### config.mk
export PLATFORM = sky130hd
export DESIGN_NAME = open_addressing_insert
export DESIGN_NICKNAME = d
export VERILOG_FILES = /design/src/rtl/oai_pkg.sv /design/src/rtl/oai_reduce.sv /design/src/rtl/oai_slot_mem.sv /design/src/rtl/open_addressing_insert.sv
export SDC_FILE = /design/constraint.sdc
export NUM_CORES = 1
export LEC_CHECK = 0
export ABC_CLOCK_PERIOD_IN_PS = 4900
export BUFFER_PORTS_ARGS = -buffer_cell sky130_fd_sc_hd__buf_2
export CAP_MARGIN = 25
export CORE_UTILIZATION = 55
export CTS_CLUSTER_DIAMETER = 30
export CTS_CLUSTER_SIZE = 14
export DETAILED_ROUTE_END_ITERATION = 8
export PLACE_DENSITY = 0.74
export SLEW_MARGIN = 10
export SYNTH_ARGS = -nofsm -noshare
export SYNTH_HDL_FRONTEND = slang
export SYNTH_SLANG_ARGS = --single-unit
### constraint.sdc
create_clock -name clock -period 4.9 [get_ports clock]
set_input_delay 0.49 -clock clock [delete_from_list [all_inputs] [get_ports clock]]
set_output_delay 0.49 -clock clock [all_outputs]
set_load 0.02 [all_outputs]
### src/rtl/oai_pkg.sv
package oai_pkg;

   // Field widths
   localparam int KEY_W   = 31;
   localparam int HOME_W  = 5;
   localparam int SLOT_W  = 5;
   localparam int TS_W    = 6;
   localparam int MODE_W  = 2;
   localparam int COEF_W  = 8;

   // Configuration port
   localparam int CSR_IDX_W  = 2;
   localparam int CSR_DATA_W = 8;

   localparam logic [CSR_IDX_W-1:0] CSR_TABLE_SIZE = 2'd0;
   localparam logic [CSR_IDX_W-1:0] CSR_PROBE_MODE = 2'd1;
   localparam logic [CSR_IDX_W-1:0] CSR_QUAD_SQ    = 2'd2;
   localparam logic [CSR_IDX_W-1:0] CSR_QUAD_LIN   = 2'd3;

   // Probe modes; the unused code falls back to linear
   localparam logic [MODE_W-1:0] MODE_LINEAR = 2'd0;
   localparam logic [MODE_W-1:0] MODE_QUAD   = 2'd1;
   localparam logic [MODE_W-1:0] MODE_DOUBLE = 2'd2;

   // Reset values of the registers
   localparam logic [TS_W-1:0]   TS_RESET   = 6'd32;
   localparam logic [COEF_W-1:0] QSQ_RESET  = 8'd1;
   localparam logic [COEF_W-1:0] QLIN_RESET = 8'd0;

   // Remainder unit: shift amount of the modulus, top bit to start from
   localparam int SHIFT_W     = 3;
   localparam int DSTEP_W     = 3;   // key mod 8 is the low three key bits
   localparam logic [SHIFT_W-1:0] COEF_SHIFT  = 3'(COEF_W - 1);
   localparam logic [SHIFT_W-1:0] HOME_SHIFT  = 3'(HOME_W - 1);
   localparam logic [SHIFT_W-1:0] DSTEP_SHIFT = 3'(DSTEP_W - 1);

endpackage

### src/rtl/oai_reduce.sv
// Conditional subtract of the shifted modulus: one restoring remainder step,
// or a modular add when the operand is a sum of two residues and shift is 0.
module oai_reduce #(
   parameter int MW = 6,
   parameter int RW = 14
) (
   input  logic [RW-1:0]                    op,
   input  logic [MW-1:0]                    modulus,
   input  logic [oai_pkg::SHIFT_W-1:0]      shift,
   output logic [RW-1:0]                    result
);

   logic [RW-1:0] sub_val;

   // Scale the modulus and take it off when it fits
   assign sub_val = RW'(modulus) << shift;
   assign result  = (op >= sub_val) ? (op - sub_val) : op;

endmodule

### src/rtl/oai_slot_mem.sv
// Slot store: one write port, one read port, registered read data.
module oai_slot_mem #(
   parameter int DEPTH = 32,
   parameter int AW    = 5,
   parameter int DW    = 32
) (
   input  logic          clock,
   input  logic          wr_en,
   input  logic [AW-1:0] wr_addr,
   input  logic [DW-1:0] wr_data,
   input  logic [AW-1:0] rd_addr,
   output logic [DW-1:0] rd_data
);

   logic [DW-1:0] mem_ff [DEPTH];
   logic [DW-1:0] rd_data_ff;

   // Write and read the array
   always_ff @(posedge clock) begin
      if (wr_en) begin
         mem_ff[wr_addr] <= wr_data;
      end
      rd_data_ff <= mem_ff[rd_addr];
   end

   assign rd_data = rd_data_ff;

endmodule

### src/rtl/open_addressing_insert.sv
// Open-addressing hash insert engine.
// req channel: one beat per key (req_key, req_home_slot); req_stall is high
// whenever the engine is busy. rsp channel: one beat per key with the slot
// the key went to, or rsp_table_full with slot 0 when every probe hit an
// occupied slot. csr channel: register writes, always ready; write only
// while no key is in flight.
// Probes run through (home + f(k)) mod M with M the effective table size.
// Residues come from two conditional-subtract remainder units (u_reduce, and
// u_dstep for the quadratic step); the probe position and probe step advance
// incrementally, one probe per cycle, with each slot store read registered and
// checked in the cycle after it is issued. The next key is taken only once the
// engine is back in idle after handing the result to the output register.
// Reset: a clearing pass writes every slot empty, then the quadratic residues
// are precomputed; the same precompute follows every configuration write
// before a key is accepted.
// A stalled result holds in the output register; the engine keeps taking
// and probing the next key, and waits to hand it over until the beat leaves.
module open_addressing_insert #(
   parameter int TABLE_DEPTH = 32
) (
   input  logic                               clock,
   input  logic                               reset,
   // key channel
   input  logic                               req_valid,
   output logic                               req_stall,
   input  logic [oai_pkg::KEY_W-1:0]          req_key,
   input  logic [oai_pkg::HOME_W-1:0]         req_home_slot,
   // result channel
   output logic                               rsp_valid,
   input  logic                               rsp_stall,
   output logic [oai_pkg::SLOT_W-1:0]         rsp_slot,
   output logic                               rsp_table_full,
   // register writes
   input  logic                               csr_valid,
   output logic                               csr_ready,
   input  logic [oai_pkg::CSR_IDX_W-1:0]      csr_index,
   input  logic [oai_pkg::CSR_DATA_W-1:0]     csr_wdata
);

   localparam int SW = $clog2(TABLE_DEPTH);
   localparam int MW = $clog2(TABLE_DEPTH + 1);
   localparam int CW = (MW > oai_pkg::TS_W) ? MW : oai_pkg::TS_W;
   localparam int RW = MW + 8;
   localparam int DW = oai_pkg::KEY_W + 1;

   localparam logic [3:0] ST_CLEAR    = 4'd0;
   localparam logic [3:0] ST_PREP_A0  = 4'd1;
   localparam logic [3:0] ST_PREP_A1  = 4'd2;
   localparam logic [3:0] ST_PREP_SQ2 = 4'd3;
   localparam logic [3:0] ST_PREP_DQ0 = 4'd4;
   localparam logic [3:0] ST_IDLE     = 4'd5;
   localparam logic [3:0] ST_RED_HOME = 4'd6;
   localparam logic [3:0] ST_RED_STEP = 4'd7;
   localparam logic [3:0] ST_PROBE    = 4'd8;
   localparam logic [3:0] ST_DONE     = 4'd9;

   // Configuration registers
   logic [oai_pkg::TS_W-1:0]   table_size_ff, table_size_in;
   logic [oai_pkg::MODE_W-1:0] probe_mode_ff, probe_mode_in;
   logic [oai_pkg::COEF_W-1:0] quad_sq_ff, quad_sq_in;
   logic [oai_pkg::COEF_W-1:0] quad_lin_ff, quad_lin_in;
   logic                       prep_pend_ff, prep_pend_in;

   // Sequencer and datapath
   logic [3:0]                  state_ff, state_in;
   logic [SW-1:0]               clr_cnt_ff, clr_cnt_in;
   logic [RW-1:0]               red_ff, red_in;
   logic [oai_pkg::SHIFT_W-1:0] sh_ff, sh_in;
   logic [SW-1:0]               a0m_ff, a0m_in;
   logic [SW-1:0]               a1m_ff, a1m_in;
   logic [SW-1:0]               sq2_ff, sq2_in;
   logic [SW-1:0]               dq0_ff, dq0_in;
   logic [oai_pkg::KEY_W-1:0]   key_ff, key_in;
   logic [SW-1:0]               pos_ff, pos_in;
   logic [SW-1:0]               delta_ff, delta_in;
   logic [SW-1:0]               inc_ff, inc_in;
   logic [MW-1:0]               iss_cnt_ff, iss_cnt_in;
   logic                        pend_valid_ff, pend_valid_in;
   logic [SW-1:0]               pend_pos_ff, pend_pos_in;
   logic [oai_pkg::SLOT_W-1:0]  res_slot_ff, res_slot_in;
   logic                        res_full_ff, res_full_in;
   logic                        rsp_valid_ff, rsp_valid_in;
   logic [oai_pkg::SLOT_W-1:0]  rsp_slot_ff, rsp_slot_in;
   logic                        rsp_full_ff, rsp_full_in;

   logic [CW-1:0]               ts_ext;
   logic [MW-1:0]               m_eff;
   logic [SW-1:0]               lin_step;
   logic [RW-1:0]               red_op, red_out;
   logic [oai_pkg::SHIFT_W-1:0] red_shift;
   logic [RW-1:0]               dstep_op, dstep_out;
   logic                        mem_wr_en;
   logic [SW-1:0]               mem_wr_addr;
   logic [DW-1:0]               mem_wr_data;
   logic [DW-1:0]               mem_rd_data;
   logic                        slot_used;
   logic                        req_take;
   logic                        csr_take;
   logic                        out_free;
   logic                        hit;
   logic                        all_used;

   // Effective table size: zero acts as one, clip at the store depth
   assign ts_ext   = CW'(table_size_ff);
   assign m_eff    = (table_size_ff == '0) ? MW'(1) :
                     (ts_ext > CW'(TABLE_DEPTH)) ? MW'(TABLE_DEPTH) : MW'(ts_ext);
   assign lin_step = (m_eff == MW'(1)) ? '0 : SW'(1);

   // Handshakes
   assign csr_ready = 1'b1;
   assign csr_take  = csr_valid;
   assign req_stall = !((state_ff == ST_IDLE) && !prep_pend_ff);
   assign req_take  = req_valid && !req_stall;
   assign out_free  = !rsp_valid_ff || !rsp_stall;

   // Register writes
   always_comb begin
      table_size_in = table_size_ff;
      probe_mode_in = probe_mode_ff;
      quad_sq_in    = quad_sq_ff;
      quad_lin_in   = quad_lin_ff;
      if (csr_take) begin
         case (csr_index)
            oai_pkg::CSR_TABLE_SIZE: table_size_in = csr_wdata[oai_pkg::TS_W-1:0];
            oai_pkg::CSR_PROBE_MODE: probe_mode_in = csr_wdata[oai_pkg::MODE_W-1:0];
            oai_pkg::CSR_QUAD_SQ:    quad_sq_in    = csr_wdata;
            oai_pkg::CSR_QUAD_LIN:   quad_lin_in   = csr_wdata;
            default: ;
         endcase
      end
   end

   // Shared remainder unit operand select
   always_comb begin
      case (state_ff)
         ST_PREP_SQ2: begin
            red_op    = RW'(a0m_ff) + RW'(a0m_ff);
            red_shift = '0;
         end
         ST_PREP_DQ0: begin
            red_op    = RW'(a0m_ff) + RW'(a1m_ff);
            red_shift = '0;
         end
         ST_PROBE: begin
            red_op    = RW'(pos_ff) + RW'(delta_ff);
            red_shift = '0;
         end
         default: begin
            red_op    = red_ff;
            red_shift = sh_ff;
         end
      endcase
   end

   oai_reduce #(.MW(MW), .RW(RW)) u_reduce (
      .op      (red_op),
      .modulus (m_eff),
      .shift   (red_shift),
      .result  (red_out)
   );

   // Quadratic step increment: delta + 2*a0 mod M
   assign dstep_op = RW'(delta_ff) + RW'(inc_ff);

   oai_reduce #(.MW(MW), .RW(RW)) u_dstep (
      .op      (dstep_op),
      .modulus (m_eff),
      .shift   ('0),
      .result  (dstep_out)
   );

   // Probe check on the read data of the previous cycle
   assign slot_used = mem_rd_data[DW-1];
   assign hit       = pend_valid_ff && !slot_used;
   assign all_used  = pend_valid_ff && slot_used && (iss_cnt_ff == m_eff);

   // Sequencer
   always_comb begin
      state_in      = state_ff;
      clr_cnt_in    = clr_cnt_ff;
      prep_pend_in  = prep_pend_ff || csr_take;
      red_in        = red_ff;
      sh_in         = sh_ff;
      a0m_in        = a0m_ff;
      a1m_in        = a1m_ff;
      sq2_in        = sq2_ff;
      dq0_in        = dq0_ff;
      key_in        = key_ff;
      pos_in        = pos_ff;
      delta_in      = delta_ff;
      inc_in        = inc_ff;
      iss_cnt_in    = iss_cnt_ff;
      pend_valid_in = 1'b0;
      pend_pos_in   = pend_pos_ff;
      res_slot_in   = res_slot_ff;
      res_full_in   = res_full_ff;
      rsp_valid_in  = rsp_valid_ff && rsp_stall;
      rsp_slot_in   = rsp_slot_ff;
      rsp_full_in   = rsp_full_ff;
      mem_wr_en     = 1'b0;
      mem_wr_addr   = pend_pos_ff;
      mem_wr_data   = {1'b1, key_ff};

      case (state_ff)
         ST_CLEAR: begin
            // sweep every slot to empty
            mem_wr_en   = 1'b1;
            mem_wr_addr = clr_cnt_ff;
            mem_wr_data = '0;
            clr_cnt_in  = clr_cnt_ff + SW'(1);
            if (clr_cnt_ff == SW'(TABLE_DEPTH - 1)) begin
               state_in = ST_IDLE;
            end
         end
         ST_PREP_A0: begin
            red_in = red_out;
            sh_in  = sh_ff - oai_pkg::SHIFT_W'(1);
            if (sh_ff == '0) begin
               a0m_in   = SW'(red_out);
               red_in   = RW'(quad_lin_ff);
               sh_in    = oai_pkg::COEF_SHIFT;
               state_in = ST_PREP_A1;
            end
         end
         ST_PREP_A1: begin
            red_in = red_out;
            sh_in  = sh_ff - oai_pkg::SHIFT_W'(1);
            if (sh_ff == '0) begin
               a1m_in   = SW'(red_out);
               state_in = ST_PREP_SQ2;
            end
         end
         ST_PREP_SQ2: begin
            sq2_in   = SW'(red_out);
            state_in = ST_PREP_DQ0;
         end
         ST_PREP_DQ0: begin
            dq0_in   = SW'(red_out);
            state_in = ST_IDLE;
         end
         ST_IDLE: begin
            if (prep_pend_ff) begin
               // redo the residues of the coefficients
               prep_pend_in = csr_take;
               red_in       = RW'(quad_sq_ff);
               sh_in        = oai_pkg::COEF_SHIFT;
               state_in     = ST_PREP_A0;
            end else if (req_take) begin
               key_in   = req_key;
               red_in   = RW'(req_home_slot);
               sh_in    = oai_pkg::HOME_SHIFT;
               state_in = ST_RED_HOME;
            end
         end
         ST_RED_HOME: begin
            red_in = red_out;
            sh_in  = sh_ff - oai_pkg::SHIFT_W'(1);
            if (sh_ff == '0) begin
               pos_in   = SW'(red_out);
               red_in   = RW'(key_ff[oai_pkg::DSTEP_W-1:0]);
               sh_in    = oai_pkg::DSTEP_SHIFT;
               state_in = ST_RED_STEP;
            end
         end
         ST_RED_STEP: begin
            red_in = red_out;
            sh_in  = sh_ff - oai_pkg::SHIFT_W'(1);
            if (sh_ff == '0) begin
               // pick the first step and its increment for the mode
               case (probe_mode_ff)
                  oai_pkg::MODE_QUAD: begin
                     delta_in = dq0_ff;
                     inc_in   = sq2_ff;
                  end
                  oai_pkg::MODE_DOUBLE: begin
                     delta_in = SW'(red_out);
                     inc_in   = '0;
                  end
                  default: begin
                     delta_in = lin_step;
                     inc_in   = '0;
                  end
               endcase
               iss_cnt_in = '0;
               state_in   = ST_PROBE;
            end
         end
         ST_PROBE: begin
            if (hit) begin
               // claim the empty slot
               mem_wr_en   = 1'b1;
               res_slot_in = oai_pkg::SLOT_W'(pend_pos_ff);
               res_full_in = 1'b0;
               state_in    = ST_DONE;
            end else if (all_used) begin
               res_slot_in = '0;
               res_full_in = 1'b1;
               state_in    = ST_DONE;
            end else if (iss_cnt_ff != m_eff) begin
               // read this position, advance to the next one
               pend_valid_in = 1'b1;
               pend_pos_in   = pos_ff;
               pos_in        = SW'(red_out);
               delta_in      = SW'(dstep_out);
               iss_cnt_in    = iss_cnt_ff + MW'(1);
            end
         end
         ST_DONE: begin
            if (out_free) begin
               rsp_valid_in = 1'b1;
               rsp_slot_in  = res_slot_ff;
               rsp_full_in  = res_full_ff;
               state_in     = ST_IDLE;
            end
         end
         default: begin
            state_in = ST_IDLE;
         end
      endcase
   end

   oai_slot_mem #(.DEPTH(TABLE_DEPTH), .AW(SW), .DW(DW)) u_slot_mem (
      .clock   (clock),
      .wr_en   (mem_wr_en),
      .wr_addr (mem_wr_addr),
      .wr_data (mem_wr_data),
      .rd_addr (pos_ff),
      .rd_data (mem_rd_data)
   );

   // Control state
   always_ff @(posedge clock) begin
      if (reset) begin
         state_ff      <= ST_CLEAR;
         clr_cnt_ff    <= '0;
         prep_pend_ff  <= 1'b1;
         pend_valid_ff <= 1'b0;
         rsp_valid_ff  <= 1'b0;
         table_size_ff <= oai_pkg::TS_RESET;
         probe_mode_ff <= oai_pkg::MODE_LINEAR;
         quad_sq_ff    <= oai_pkg::QSQ_RESET;
         quad_lin_ff   <= oai_pkg::QLIN_RESET;
      end else begin
         state_ff      <= state_in;
         clr_cnt_ff    <= clr_cnt_in;
         prep_pend_ff  <= prep_pend_in;
         pend_valid_ff <= pend_valid_in;
         rsp_valid_ff  <= rsp_valid_in;
         table_size_ff <= table_size_in;
         probe_mode_ff <= probe_mode_in;
         quad_sq_ff    <= quad_sq_in;
         quad_lin_ff   <= quad_lin_in;
      end
   end

   // Datapath registers
   always_ff @(posedge clock) begin
      red_ff      <= red_in;
      sh_ff       <= sh_in;
      a0m_ff      <= a0m_in;
      a1m_ff      <= a1m_in;
      sq2_ff      <= sq2_in;
      dq0_ff      <= dq0_in;
      key_ff      <= key_in;
      pos_ff      <= pos_in;
      delta_ff    <= delta_in;
      inc_ff      <= inc_in;
      iss_cnt_ff  <= iss_cnt_in;
      pend_pos_ff <= pend_pos_in;
      res_slot_ff <= res_slot_in;
      res_full_ff <= res_full_in;
      rsp_slot_ff <= rsp_slot_in;
      rsp_full_ff <= rsp_full_in;
   end

   assign rsp_valid      = rsp_valid_ff;
   assign rsp_slot       = rsp_slot_ff;
   assign rsp_table_full = rsp_full_ff;

   // Checks
   a_take_starts_home: assert property (@(posedge clock) disable iff (reset)
      req_take |=> (state_ff == ST_RED_HOME))
      else $error("accepted key did not start home reduction");

   a_issue_bound: assert property (@(posedge clock) disable iff (reset)
      (state_ff == ST_PROBE) |-> (iss_cnt_ff <= m_eff))
      else $error("more probes issued than table size");

   a_pos_in_table: assert property (@(posedge clock) disable iff (reset)
      (state_ff == ST_PROBE) |-> (MW'(pos_ff) < m_eff))
      else $error("probe position outside table");

   a_full_slot_zero: assert property (@(posedge clock) disable iff (reset)
      ((state_ff == ST_DONE) && res_full_ff) |-> (res_slot_ff == '0))
      else $error("full result carries a nonzero slot");

endmodule

# After elaboration in Yosys (flattened, before gate mapping)
# Memory sizes are Yosys's and may differ from the RTL's. A register that Yosys moved wholly into a read port is not among the register bits.
# Index checks and enable logic that the tools add are counted.
[word_totals]
output_inout_bits = 9
reg_bits = 142
ram_bits = 1024
mem_count = 1
[classes]
shifts = 1
eq_ne = 29
n_bitwise = 4
addsub = 9
n_lt_le_gt_ge = 3
mux = 58
reduce_logical = 39
[memory_table]
columns = ["memory", "words", "word_bits", "read_ports", "rd_ports_with_merged_regs", "write_ports", "line_no", "text"]
rows = [
  ["u_slot_mem.mem_ff", 32, 32, 1, 1, 1, "oai_slot_mem.sv:15", "logic [DW-1:0] mem_ff [DEPTH];"],
]
[ops]
columns = ["cell", "count"]
rows = [
  ["$mux 14", 5],
  ["$mux 5", 12],
  ["$pmux 14 s4", 1],
  ["$pmux 14 s3", 1],
  ["$mux 4", 10],
  ["$mux 6", 6],
  ["$pmux 4 s9", 1],
  ["$mux 32", 1],
  ["$pmux 5 s2", 3],
  ["$add 5x5->6", 4],
  ["$reduce_and 2->1", 10],
  ["$ne 2x2->1 const B", 9],
  ["$eq 4x3->1 const B", 4],
  ["$mux 3", 5],
  ["$ge 14x14->1", 1],
  ["$shl 6x3->14", 1],
  ["$sub 14x14->14", 1],
  ["$pmux 3 s4", 1],
  ["$pmux 6 s2", 1],
  ["$mux 1", 10],
  ["$reduce_and 5->1", 2],
  ["$eq 4x2->1 const B", 2],
  ["$eq 4x4->1 const B", 2],
  ["$reduce_and 8->1", 1],
  ["30 further kinds", 49],
]

# Longest topological paths before layout
[depth]
ltp_word = 10
mapped_depth = 27
ltp_nobuf = 23

# Cells and area by module
# From an unflattened synthesis, not the netlist that was laid out.
[hier_totals]
cells_unflattened = 3148
area_unflattened_um2 = 49681.4
[modules_own_cells]
columns = ["module", "instances", "cells_per_inst", "area_each_um2"]
rows = [
  ["oai_slot_mem", 1, 2260, 40492.6],
  ["open_addressing_insert", 1, 571, 6829.0],
  ["oai_reduce (u_dstep)", 1, 163, 1218.7],
  ["oai_reduce (u_reduce)", 1, 154, 1141.1],
]

# Worst setup path after synthesis
# Ideal clock, no wire load.
[synth_timing]
path_kind = "register to register"
from = "register state_ff[3]"
to = "register red_ff[4], data pin"
synth_period_minus_slack_ps = 4535
path_stages_with_launch = 23
arrival_time_ps = 4275
setup_slack_ps = 365
n_path_buf = 3
cell_sequence = "dfxtp_1 > buf_2 > nand4bb_1 > inv_1 > nor3_4 > clkbuf_1 > nand2_1 > o31ai_1 > nor2b_1 > a31oi_1 > ha_1 > clkbuf_1 > a21oi_1 > o21bai_1 > a21o_1 > a21oi_1 > or2_2 > o2111ai_1 > o21ai_0 > a21oi_4 > nand2_1 > xnor2_1 > a221o_1"
[synth_between]
elab_chain_len = 8
word_cells_on_any_way = 19
[synth_rtl]
columns = ["element", "line_no", "text"]
rows = [
  ["start: declaration", "open_addressing_insert.sv:65", "logic [3:0] state_ff, state_in;"],
  ["start signal: assignment", "open_addressing_insert.sv:344", "state_ff <= state_in;"],
  ["$eq 4x4->1 (tied with other cells)", "open_addressing_insert.sv:135", "case (state_ff)"],
  ["$reduce_or 3->1 (no line)", "n/a", ""],
  ["$mux 3", "open_addressing_insert.sv:135", ""],
  ["$shl 6x3->14", "oai_reduce.sv:16", "assign sub_val = RW'(modulus) << shift;"],
  ["$sub 14x14->14 or $ge 14x14->1 (tied branches)", "oai_reduce.sv:17", "assign result = (op >= sub_val) ? (op - sub_val) : op;"],
  ["$mux 14", "oai_reduce.sv:17", ""],
  ["$mux 14, on equally long branches", "open_addressing_insert.sv:258, open_addressing_insert.sv:218", ""],
  ["$pmux 14 s4 (*)", "open_addressing_insert.sv:204", "case (state_ff)"],
  ["via red_in[4]", "open_addressing_insert.sv:67", "logic [RW-1:0] red_ff, red_in;"],
  ["end signal: assignment", "open_addressing_insert.sv:358", "red_ff <= red_in;"],
  ["end: declaration", "open_addressing_insert.sv:67", ""],
]
# The timed path passes the listed nets; every way through them passes the cells marked *.
# A chain may end at the register's enable or synchronous reset.

# Worst setup path after layout
[layout_timing]
from = "register state_ff[1]"
to = "register red_ff[12], data pin"
# The elaborated chain is that of the path after synthesis.

==> impl_results.md <==
* Synth Area in Adders at 0.07186
* Drt pass-1 iters at 5
* Final Instance Area at 9759 µm²
* Total gr overflow at 0
* CTS HTree Levels at 4
* Hold WC Path Type: in -> reg
* Root buf cell: clkbuf_16
* Synth warn at 0
* Fin nets at 975
* CP Capture Type: flip-flop
* Die footprint at between 15000 and 20000 µm²
* Final min period at 4.644 ns
* CP Data Required Time at 5.05 ns
* VDD IR-drop max at around 460 µV
* Ys flop type: edfxtp_1
* Final Non-Filler Cells at 1078
* Rel. slew slack at 0.3899
* Main combinational cell family by area after synthesis: simple AND/OR/NAND/NOR gates
* Count of final setup violators at 0
* Commonest non-fill, non-tap cells in the layout: edfxtp_1 (110), nand2_1 (96), nor2_1 (91), a21oi_1 (46)
* Final Hold Viols at 0
* CP arrival at 4.80 ns
* Routed wire length at 20.47 mm
* Leak at between 3 and 4 nW
* Area of the core at 15150 µm²
* Placed Instances at 1040
* Post-synth EDFFs at 110
* Crit Path Class: reg -> reg
* Iter 0 DRT Violations at 516
* Vias in the first global route at between 6k and 7k
* Initial core utilization at 0.5633
* Compound-gate portion of the synthesized area at 0.1367
* Max Cap Viol at 0
* Syn Std Cell Area at about 8500 µm²
* RSZ-0062 raised after global routing: no
* Final period utilization at 0.9477
* Area Growth Syn to Fin at 14.39%
* Vias at 6573
* # clock sinks at about 150
* GR Util All Layers at 0.2698
* Die X at 126.6 µm
* Global placement routability congestion at about 0.97
* Total power at 7.055 mW
* Input/output buffers at 30
* Final ANT Viol Nets at 0
* # DRC at 0
* HPWL Detailed at 15.27 mm
* Worst-skew pair later-pin latency at roughly 0.42 ns
* Die height at 126.6 µm
* Post-place setup slack at -0.1472 ns
* Area share of and/or/nand/nor cells after synthesis at 0.1733
* Reg2Reg Setup Slack at 0.26 ns
* CTS Buf Count at 17
* Share of layout cells above drive strength 1 at 0.1719
* Drt wl/cell at 18.99 µm
* Syn nets at just over 900
* Syn Area/Cell at 10.39 µm²
* Cts hold-fix bufs at 0
* I/O pin cnt at 60
* Commonest non-fill, non-tap cell in the layout: edfxtp_1
* Max clock buf depth at 2
* Post-Place Cell Area at 9021 µm²
* Post-Synth XOR/XNOR Area at 0.03578
* CTS tree: yes
* Via density at 6.097
* FFs w/ async S/R, synth at 0
* Antenna diode count at 0
* Worst setup margin at 0.2563 ns
* Outcome: finished, final reports clean
* Mux cell area share after synthesis at 0.07127
* Largest net degree at the start of global routing at 37
* Power density over the cells at 722.9 nW/µm²
* Startpoint class of the critical path: flip-flop
* F_max at around 0.22 GHz
* Floorplan row count at 45
* Post-synthesis sequential area ratio at 0.4740
* First-pass GRT wire length at 32.71 mm
* Least-Margin Pin Slew at ~0.92 ns
* Cells after Synth at 821
* Fin Clk Skew at about 0.0076 ns
* Initial antenna violation count at 0
* Yosys reg bits at 147
* Max-slew violations at 0
* Worst-path clk slew at 0.06 ns
* Yosys cell types at 79
* CP max FO at 14
==> where the power goes <==
part	internal, mW	switching, mW
registers	1.84	0.0915
clock network	0.912	0.527
logic	1.44	2.25
total	4.19	2.87
==> state kept, by name, summed over array words and instances (netlist names), 3 cells and up <==
| name | count |
|---|---|
| rsp_slot | 5 |
| quad_lin_ff | 8 |
| delta_ff | 5 |
| a0m_ff | 5 |
| dq0_ff | 5 |
| state_ff | 4 |
| inc_ff | 5 |
| clr_cnt_ff | 5 |
| quad_sq_ff | 8 |
| pend_pos_ff | 5 |
| a1m_ff | 5 |
| red_ff | 14 |
| u_slot_mem.mem_ff | 32 |
| sq2_ff | 5 |
| table_size_ff | 6 |
| key_ff | 3 |
| iss_cnt_ff | 6 |
| pos_ff | 5 |
| sh_ff | 3 |
| res_slot_ff | 5 |
==> metrics by stage <==
| stage | utilization | TNS [ns] | hold slack, ns |
|---|---|---|---|
| 2_1_floorplan | - | 0 | 0.4003 |
| 3_3_place_gp | 0.5956 | 0 | 0.4050 |
| 3_5_place_dp | 0.5956 | -0.2023 | 0.4045 |
| 4_1_cts | 0.6397 | 0 | 0.2322 |
| 5_1_grt | 0.6444 | 0 | 0.2249 |
| 6_report | 0.6444 | 0 | 0.2397 |
==> synth_stat cells (all sizes together) (12+ instances only) <==
cell type | count | area share
a21oi | 53 | 0.033
nand2 | 97 | 0.043
xnor2 | 21 | 0.022
nand2b | 12 | 0.0088
and2 | 23 | 0.017
o21ai | 30 | 0.018
nand3 | 17 | 0.010
clkbuf | 27 | 0.012
nor2 | 92 | 0.041
mux2i | 36 | 0.042
edfxtp | 110 | 0.39
ha | 41 | 0.060
xor2 | 13 | 0.013
dfxtp | 37 | 0.087
inv | 33 | 0.015
==> final cells by class <==
cell class / count / area, µm²
clock buffers: 18 / 429.2
fillers: 1178 / 5386
inverters: 34 / 135.1
well taps: 188 / 235.2
multi-input cells: 605 / 4230
clock inverters: 13 / 220.2
flip-flops and latches: 147 / 4044
repair buffers: 73 / 465.4
==> logic make-up (layout without fill, tap and decap cells) <==
| kind of cell | count (synthesis) | after routing |
|---|---|---|
| multiplexers | 48 | 48 |
| AO/OA/AOI/OAI | 172 | 172 |
| adder cells (fa/ha/maj) | 46 | 46 |
| flip-flops | 147 | 147 |
| AND/OR/NAND/NOR | 304 | 304 |
| buffers and inverters | 69 | 138 |
| XOR/XNOR | 34 | 34 |
| other | 1 | 1 |
==> repair_timing <==
item                       4_1_cts  5_1_grt
gates cloned                     0        0
pin swaps                        0        4
gates resized for setup          1       14
buffers inserted                 2        2
setup endpoints to repair       20       43
==> worst max-delay path: stages (launching register included) <==
cell and delay (ns):
dfxtp_1 0.31, or4b_4 0.61, buf_4 0.17, nand2_1 0.05
nand2_1 0.05, ha_1 0.20, fa_1 0.44, a22o_1 0.25
a21oi_2 0.23, inv_1 0.08, ha_1 0.32, nand2_1 0.07
nand2_1 0.05, nand3_1 0.08, nor2_1 0.04, o31ai_1 0.41
a21oi_4 0.10, buf_4 0.21, nand4b_1 0.11, a21oi_1 0.04
or4_1 0.53
==> final timing paths <==
| kind | startpoint | to | cells past startpoint |
|---|---|---|---|
| hold / removal | req_key[2] | key_ff[2]$_DFFE_PP_ | 1 |
| setup reg to reg | state_ff[1]$_SDFFE_PP0P_ | red_ff[12]$_DFFE_PP_ | 20 |
| hold reg to reg | res_slot_ff[4]$_SDFFCE_PN0P_ | rsp_slot[4]$_DFFE_PP_ | 0 |
| setup / recovery | state_ff[1]$_SDFFE_PP0P_ | red_ff[12]$_DFFE_PP_ | 20 |
==> layer usage <==
layer  routed length, µm  track usage  up-vias  share of wire
met1                8516       0.3403     3155           0.42
met2               10090       0.4566      270           0.49
li1                    -            -     3106              -
met3                1373      0.05525       42          0.067
met5                   0            0        -              0
met4                 482       0.1063        0          0.024
Note: power is estimated with default switching activity, not from simulation.
